## src/design/rsmd_pkg.sv

```systemverilog
`default_nettype none

package rsmd_pkg;

  // Config register indexes
  typedef enum logic [1:0] {
    REG_SPEED       = 2'd0,
    REG_SEPARATION  = 2'd1,
    REG_PHASE_SCALE = 2'd2
  } cfg_index_t;

  // Frame sequencer
  typedef enum logic [2:0] {
    ST_IDLE,
    ST_SINE,
    ST_CALC,
    ST_ADDR,
    ST_MAC,
    ST_GAIN,
    ST_DONE
  } seq_state_t;

  // Per-lane strobes from the sequencer
  typedef struct packed {
    logic wr_en;    // store incoming sample at write pointer
    logic rd_en;    // fetch both interpolation taps
    logic lo_ok;    // lower tap has been written since reset
    logic hi_ok;    // upper tap has been written since reset
    logic mac_en;   // linear interpolation
    logic gain_en;  // amplitude modulation
  } lane_ctrl_t;

  // Quarter-wave sine polynomial, Q.16
  localparam int SIN_A   = 102944;
  localparam int SIN_B   = 42334;
  localparam int SIN_C   = 5223;
  localparam int SIN_MAX = 32767;

  // LFO rates, Q.16 Hz
  localparam int HORN_SPEED_MUL = 6;
  localparam int HORN_BASE      = 32768;
  localparam int BASS_SPEED_MUL = 52429;
  localparam int BASS_BASE      = 6554;

  localparam int DELAY_BASE_Q8 = 1024;
  localparam int GAIN_UNITY    = 131072;
  localparam int ROUND_HALF    = 33554432;

  // Register reset values
  localparam logic [15:0] SPEED_RST       = 16'd32768;
  localparam logic [15:0] SEPARATION_RST  = 16'd32768;
  localparam logic [20:0] PHASE_SCALE_RST = 21'd89478;

endpackage

`default_nettype wire

```

## src/design/rsmd_sine.sv

```systemverilog
`default_nettype none

// Six-stage quantized sine: phase (Q0.32 turns) -> Q1.15.
module rsmd_sine import rsmd_pkg::*; #(
  parameter int SINE_BITS = 10
) (
  input  wire logic               clk,
  input  wire logic               rst,
  input  wire logic               start,
  input  wire logic [31:0]        phase,
  output logic                    done,
  output logic signed [15:0]      value
);

  localparam int LOW_BITS = 32 - SINE_BITS;

  logic [31:0] ang;
  logic [16:0] x_in;
  logic [5:0]  vld;

  logic [16:0] x0, x1, x2r, x3;
  logic        neg0, neg1, neg2, neg3, neg4;
  logic [16:0] sq1, sq2;
  logic [12:0] t1;
  logic [15:0] t3;
  logic [17:0] y4;

  logic [33:0] sq_prod;
  logic [29:0] c_prod;
  logic [15:0] t2;
  logic [32:0] b_prod;
  logic [16:0] t4;
  logic [33:0] a_prod;
  logic [16:0] y_half;
  logic [15:0] y_cap;

  assign ang  = {phase[31 -: SINE_BITS], {LOW_BITS{1'b0}}};
  // odd quadrants mirror the argument
  assign x_in = ang[30] ? 17'(17'd65536 - {1'b0, ang[29:14]}) : {1'b0, ang[29:14]};

  assign sq_prod = 34'(x0) * 34'(x0);
  assign c_prod  = 30'(SIN_C) * 30'(sq1);
  assign t2      = 16'(SIN_B) - {3'b0, t1};
  assign b_prod  = 33'(t2) * 33'(sq2);
  assign t4      = 17'(SIN_A) - {1'b0, t3};
  assign a_prod  = 34'(x3) * 34'(t4);
  assign y_half  = y4[17:1];
  assign y_cap   = (y_half > 17'(SIN_MAX)) ? 16'(SIN_MAX) : y_half[15:0];

  always_ff @(posedge clk) begin
    if (rst) begin
      vld <= '0;
    end else begin
      vld <= {vld[4:0], start};
    end
  end

  always_ff @(posedge clk) begin
    if (start) begin
      x0   <= x_in;
      neg0 <= ang[31];
    end
    if (vld[0]) begin
      x1   <= x0;
      neg1 <= neg0;
      sq1  <= sq_prod[32:16];
    end
    if (vld[1]) begin
      x2r  <= x1;
      neg2 <= neg1;
      sq2  <= sq1;
      t1   <= c_prod[28:16];
    end
    if (vld[2]) begin
      x3   <= x2r;
      neg3 <= neg2;
      t3   <= b_prod[31:16];
    end
    if (vld[3]) begin
      neg4 <= neg3;
      y4   <= a_prod[33:16];
    end
    if (vld[4]) begin
      value <= neg4 ? -$signed(y_cap) : $signed(y_cap);
    end
  end

  assign done = vld[5];

endmodule

`default_nettype wire

```

## config.mk

```make
export PLATFORM = sky130hd
export DESIGN_NAME = rsmd_sine
export DESIGN_NICKNAME = d
export VERILOG_FILES = /design/src/design/rsmd_pkg.sv /design/src/design/rsmd_sine.sv
export SDC_FILE = /design/constraint.sdc
export NUM_CORES = 1
export LEC_CHECK = 0
export BUFFER_PORTS_ARGS = -buffer_cell sky130_fd_sc_hd__buf_2
export CORE_ASPECT_RATIO = 1.5
export CORE_MARGIN = 4
export CORE_UTILIZATION = 38
export CTS_CLUSTER_SIZE = 24
export DETAILED_ROUTE_END_ITERATION = 16
export GPL_TIMING_DRIVEN = 0
export PLACE_DENSITY = 0.64
export SETUP_SLACK_MARGIN = 0.3
export SLEW_MARGIN = 20
export SYNTH_ARGS = -nofsm -noshare
export SYNTH_HDL_FRONTEND = slang
export SYNTH_SLANG_ARGS = --single-unit
```

## constraint.sdc

```tcl
create_clock -name clk -period 15.76 [get_ports clk]
set_input_delay 0.788 -clock clk [delete_from_list [all_inputs] [get_ports clk]]
set_output_delay 0.788 -clock clk [all_outputs]
set_load 0.01 [all_outputs]
```

==> Implementation_results.wiki <==
{| class="wikitable"
! Metric !! Value
|-
| Status || completed
|-
| Source-to-sink clock delay at the later pin of the worst-skew pair || 0.44 ns
|-
| Main synth FF type || sky130_fd_sc_hd__edfxtp_1
|-
| Overall die height || around 320 um
|-
| Number of different library cells in the post-synthesis netlist || 75
|-
| Worst setup EP type || flip-flop
|-
| Via-per-instance ratio || between 4 and 5
|-
| Clk_skew || around 0.024 ns
|-
| Path category of the worst min-delay check || flip-flop to flip-flop
|-
| Worst Hold Launch || x1[10]$_DFFE_PP_
|-
| Maximum cell stage delay along the critical path || just under 0.6 ns
|-
| Wire length of the first global-routing pass || 87700 um
|-
| CP endpoint || t3[10]$_DFFE_PP_
|-
| Most frequent cells in the layout || sky130_fd_sc_hd__inv_1, sky130_fd_sc_hd__fa_1, sky130_fd_sc_hd__ha_1
|-
| Synth top area cells || sky130_fd_sc_hd__fa_1, sky130_fd_sc_hd__ha_1, sky130_fd_sc_hd__edfxtp_1
|-
| Top cell family by delay on the critical path || adder cells
|-
| Master cell of the clock root buffer || sky130_fd_sc_hd__clkbuf_16
|-
| Count of nets after finishing || between 3k and 4k
|-
| Amount of wire on met3 after detailed routing || 1200 um
|-
| Max stage delay cell, worst path || sky130_fd_sc_hd__edfxtp_1
|-
| Mean cell area of the mapped netlist || 9.86 sq um
|-
| Area of all sequential standard cells || 4120 sq um
|-
| Critical Path Start || t1[0]$_DFFE_PP_
|-
| Final cycle utilization of the critical path || approximately 54%
|-
| Total iterations of the first detailed-routing run || 5
|-
| Fraction of registers with async set or reset after synthesis || 0%
|-
| Average wire per cell in the routed design || 15.5 um
|-
| Initial antenna violation count || 0
|-
| Crit-path most repeated cell || sky130_fd_sc_hd__fa_1
|-
| Number of setup violations in the final report || 0
|-
| Number of failing hold endpoints at the final stage || 0
|-
| Number of port buffers || 28
|-
| Area Overhead vs Synth || 7.54%
|-
| Accumulated negative setup slack || 0 ns
|-
| Clock H-tree levels || 4
|-
| Most common cell after layout, fill and taps aside || sky130_fd_sc_hd__inv_1
|-
| Pins over their slew limit || 0
|-
| Unrepaired setup endpoints after global routing || no
|-
| Highest clock frequency the design can meet || between 100 and 150 MHz
|-
| Overflow left after global routing || 0
|-
| Number of inserted filler cells in the final layout || about 6.2k
|-
| Routed vias || roughly 16k
|-
| Clock-pin slew of the registers on the worst-case setup and hold paths || approximately 0.06 ns
|-
| Transition time at the pin with the least slew margin || 1.00 ns
|-
| Largest net degree at the start of global routing || 32
|-
| Number of buffers inserted to repair setup after CTS || 0
|-
| Initial standard-cell utilization of the core || about two fifths
|-
| Number of global-route vias before repair || approximately 18k
|-
| Buffer and inverter count on the worst path || 7
|-
| Detailed-routing wirelength on met1 || 19000 um
|-
| Worst-case register-to-register setup slack || about 7.2 ns
|-
| Num CTS Buffers || 17
|-
| Count of boundary I/O pins || 52
|-
| Number of enable-type register cells in the synthesized netlist || roughly 130
|-
| Cts hold-fix bufs || 0
|-
| Uppermost routed layer || met4
|-
| Core Box Area || 63300 sq um
|-
| TritonCTS sink count || 139
|-
| Syn Inst Count || roughly 2.5k
|-
| Sequential element share of the synthesized area || around 17%
|-
| Width of the die || approximately 210 um
|-
| Dpl hpwl || between 40000 and 50000 um
|-
| Worst relative slew slack || approximately 33%
|-
| Reg2Reg Depth || 27
|-
| Setup CP Type || flip-flop to flip-flop
|-
| Flops & latches, synth || ~140
|-
| Post-detailed-route count of antenna-violating nets || 0
|-
| Routability cong. || around 0.91
|-
| Leading area contributor after synthesis || sky130_fd_sc_hd__fa_1
|-
| Yosys Warn Count || 0
|-
| Clock tree from TritonCTS || done
|-
| Signal arrival time at the worst endpoint || slightly below 9 ns
|-
| Sum of met2 wire segment lengths after detailed routing || 29000 um
|-
| Antenna fix cells || 0
|-
| Reg-to-reg critical path endpoint || t3[10]$_DFFE_PP_
|-
| Full die area || just under 70000 sq um
|-
| Number of DRC markers after the initial detailed-route iteration || around 690
|-
| Worst endpoint required time || about 16 ns
|-
| Resize count post-CTS || 0
|-
| Origin of the critical flop-to-flop path || t1[0]$_DFFE_PP_
|-
| Global router's overall resource usage || between 10% and 20%
|-
| Number of design rule violations left after detail routing || 0
|-
| Multi-input logic area || about 18000 sq um
|-
| Kind of start point of the critical path || flip-flop
|-
| Share of the synthesized area in the top cell type || a little under a third
|-
| Top fanout value on the critical path || 10
|-
| Critical Path Stages || 27
|-
| Final worst path period need || between 8 and 9 ns
|-
| Total wirelength of the detailed-routed design || about 52000 um
|-
| Post-synthesis cell area || between 20000 and 25000 sq um
|-
| Rows || approximately 110
|-
| Max capacitance violation total || 0
|-
| Worst-case clock buffer depth || 2
|-
| Share of post-route cells with drive strength above 1 || between 4 and 5%
|}
[stage by stage]
step	utilization [%]	area, sq um	hold WS [ns]	setup WS, ns	std cells
2_1_floorplan	-	24400	0.400	8.36	2481
3_5_place_dp	40.3	25600	0.405	7.22	3315
4_1_cts	41.3	26200	0.422	7.19	3347
3_3_place_gp	40.3	25500	0.402	7.25	3314
5_1_grt	41.3	26200	0.421	6.79	3347
6_report	41.3	26200	0.419	7.24	3347
[layer usage]
| metal | track usage (%) | up-vias |
|---|---|---|
| li1 | - | 7754 |
| met1 | 16.5 | 8131 |
| met2 | 31.4 | 276 |
| met3 | 1.43 | 126 |
| met4 | 7.32 | 0 |
| met5 | 0 | - |
[cells in the mapped netlist (21+ instances only)]
| master | instances |
|---|---|
| sky130_fd_sc_hd__inv_1 | 616 |
| sky130_fd_sc_hd__fa_1 | 382 |
| sky130_fd_sc_hd__ha_1 | 381 |
| sky130_fd_sc_hd__nand2_1 | 237 |
| sky130_fd_sc_hd__and2_1 | 162 |
| sky130_fd_sc_hd__edfxtp_1 | 133 |
| sky130_fd_sc_hd__xnor2_1 | 72 |
| sky130_fd_sc_hd__nor2_1 | 54 |
| sky130_fd_sc_hd__a21oi_1 | 52 |
| sky130_fd_sc_hd__nor2b_1 | 50 |
| sky130_fd_sc_hd__clkbuf_1 | 47 |
| sky130_fd_sc_hd__o21ai_0 | 31 |
| sky130_fd_sc_hd__nor3_1 | 29 |
| sky130_fd_sc_hd__xor2_1 | 27 |
| sky130_fd_sc_hd__nand2b_1 | 21 |
[how the worst min path moves through the flow]
stage                     cells after the start                end  slack, ns
after floorplan                               0     neg1$_DFFE_PP_       0.40
after global placement                        0  x2r[16]$_DFFE_PP_       0.40
after detailed placement                      0  x2r[13]$_DFFE_PP_       0.40
after CTS                                     0  x2r[10]$_DFFE_PP_       0.42
after global routing                          0  x2r[10]$_DFFE_PP_       0.42
final                                         0  x2r[10]$_DFFE_PP_       0.42
[flip-flops by register name, indices dropped and copies added, names as in the netlist, 6 cells and up]
signal,flops
x1,8
value,16
sq1,16
x2r,8
t3,16
vld,6
t1,13
x0,9
sq2,16
y4,17
x3,9
[area by class of cell]
class                   instances  area share (%)
plain buffers                  51           0.784
clock inverters                14           0.684
well taps                     805            3.85
multi-input cells            1675            67.8
repair buffers                 29           0.612
clock buffers                  18            1.68
inverters                     616            8.84
flip-flops and latches        139            15.7
[cells by family (layout without fill, tap and decap cells)]
logic type / count (synthesis) / after routing / synth area share, %
other: 2 / 14 / 0.0309
XOR/XNOR: 100 / 100 / 3.68
buffers and inverters: 667 / 728 / 10.3
AO/OA/AOI/OAI: 186 / 186 / 5.30
adder cells (fa/ha/maj): 763 / 763 / 51.0
multiplexers: 2 / 2 / 0.0874
AND/OR/NAND/NOR: 610 / 610 / 12.6
flip-flops: 139 / 139 / 16.9
Power is left out: the tool's default activity adds up to more than one toggle a clock period on the data nets, which glitch-free logic cannot reach.
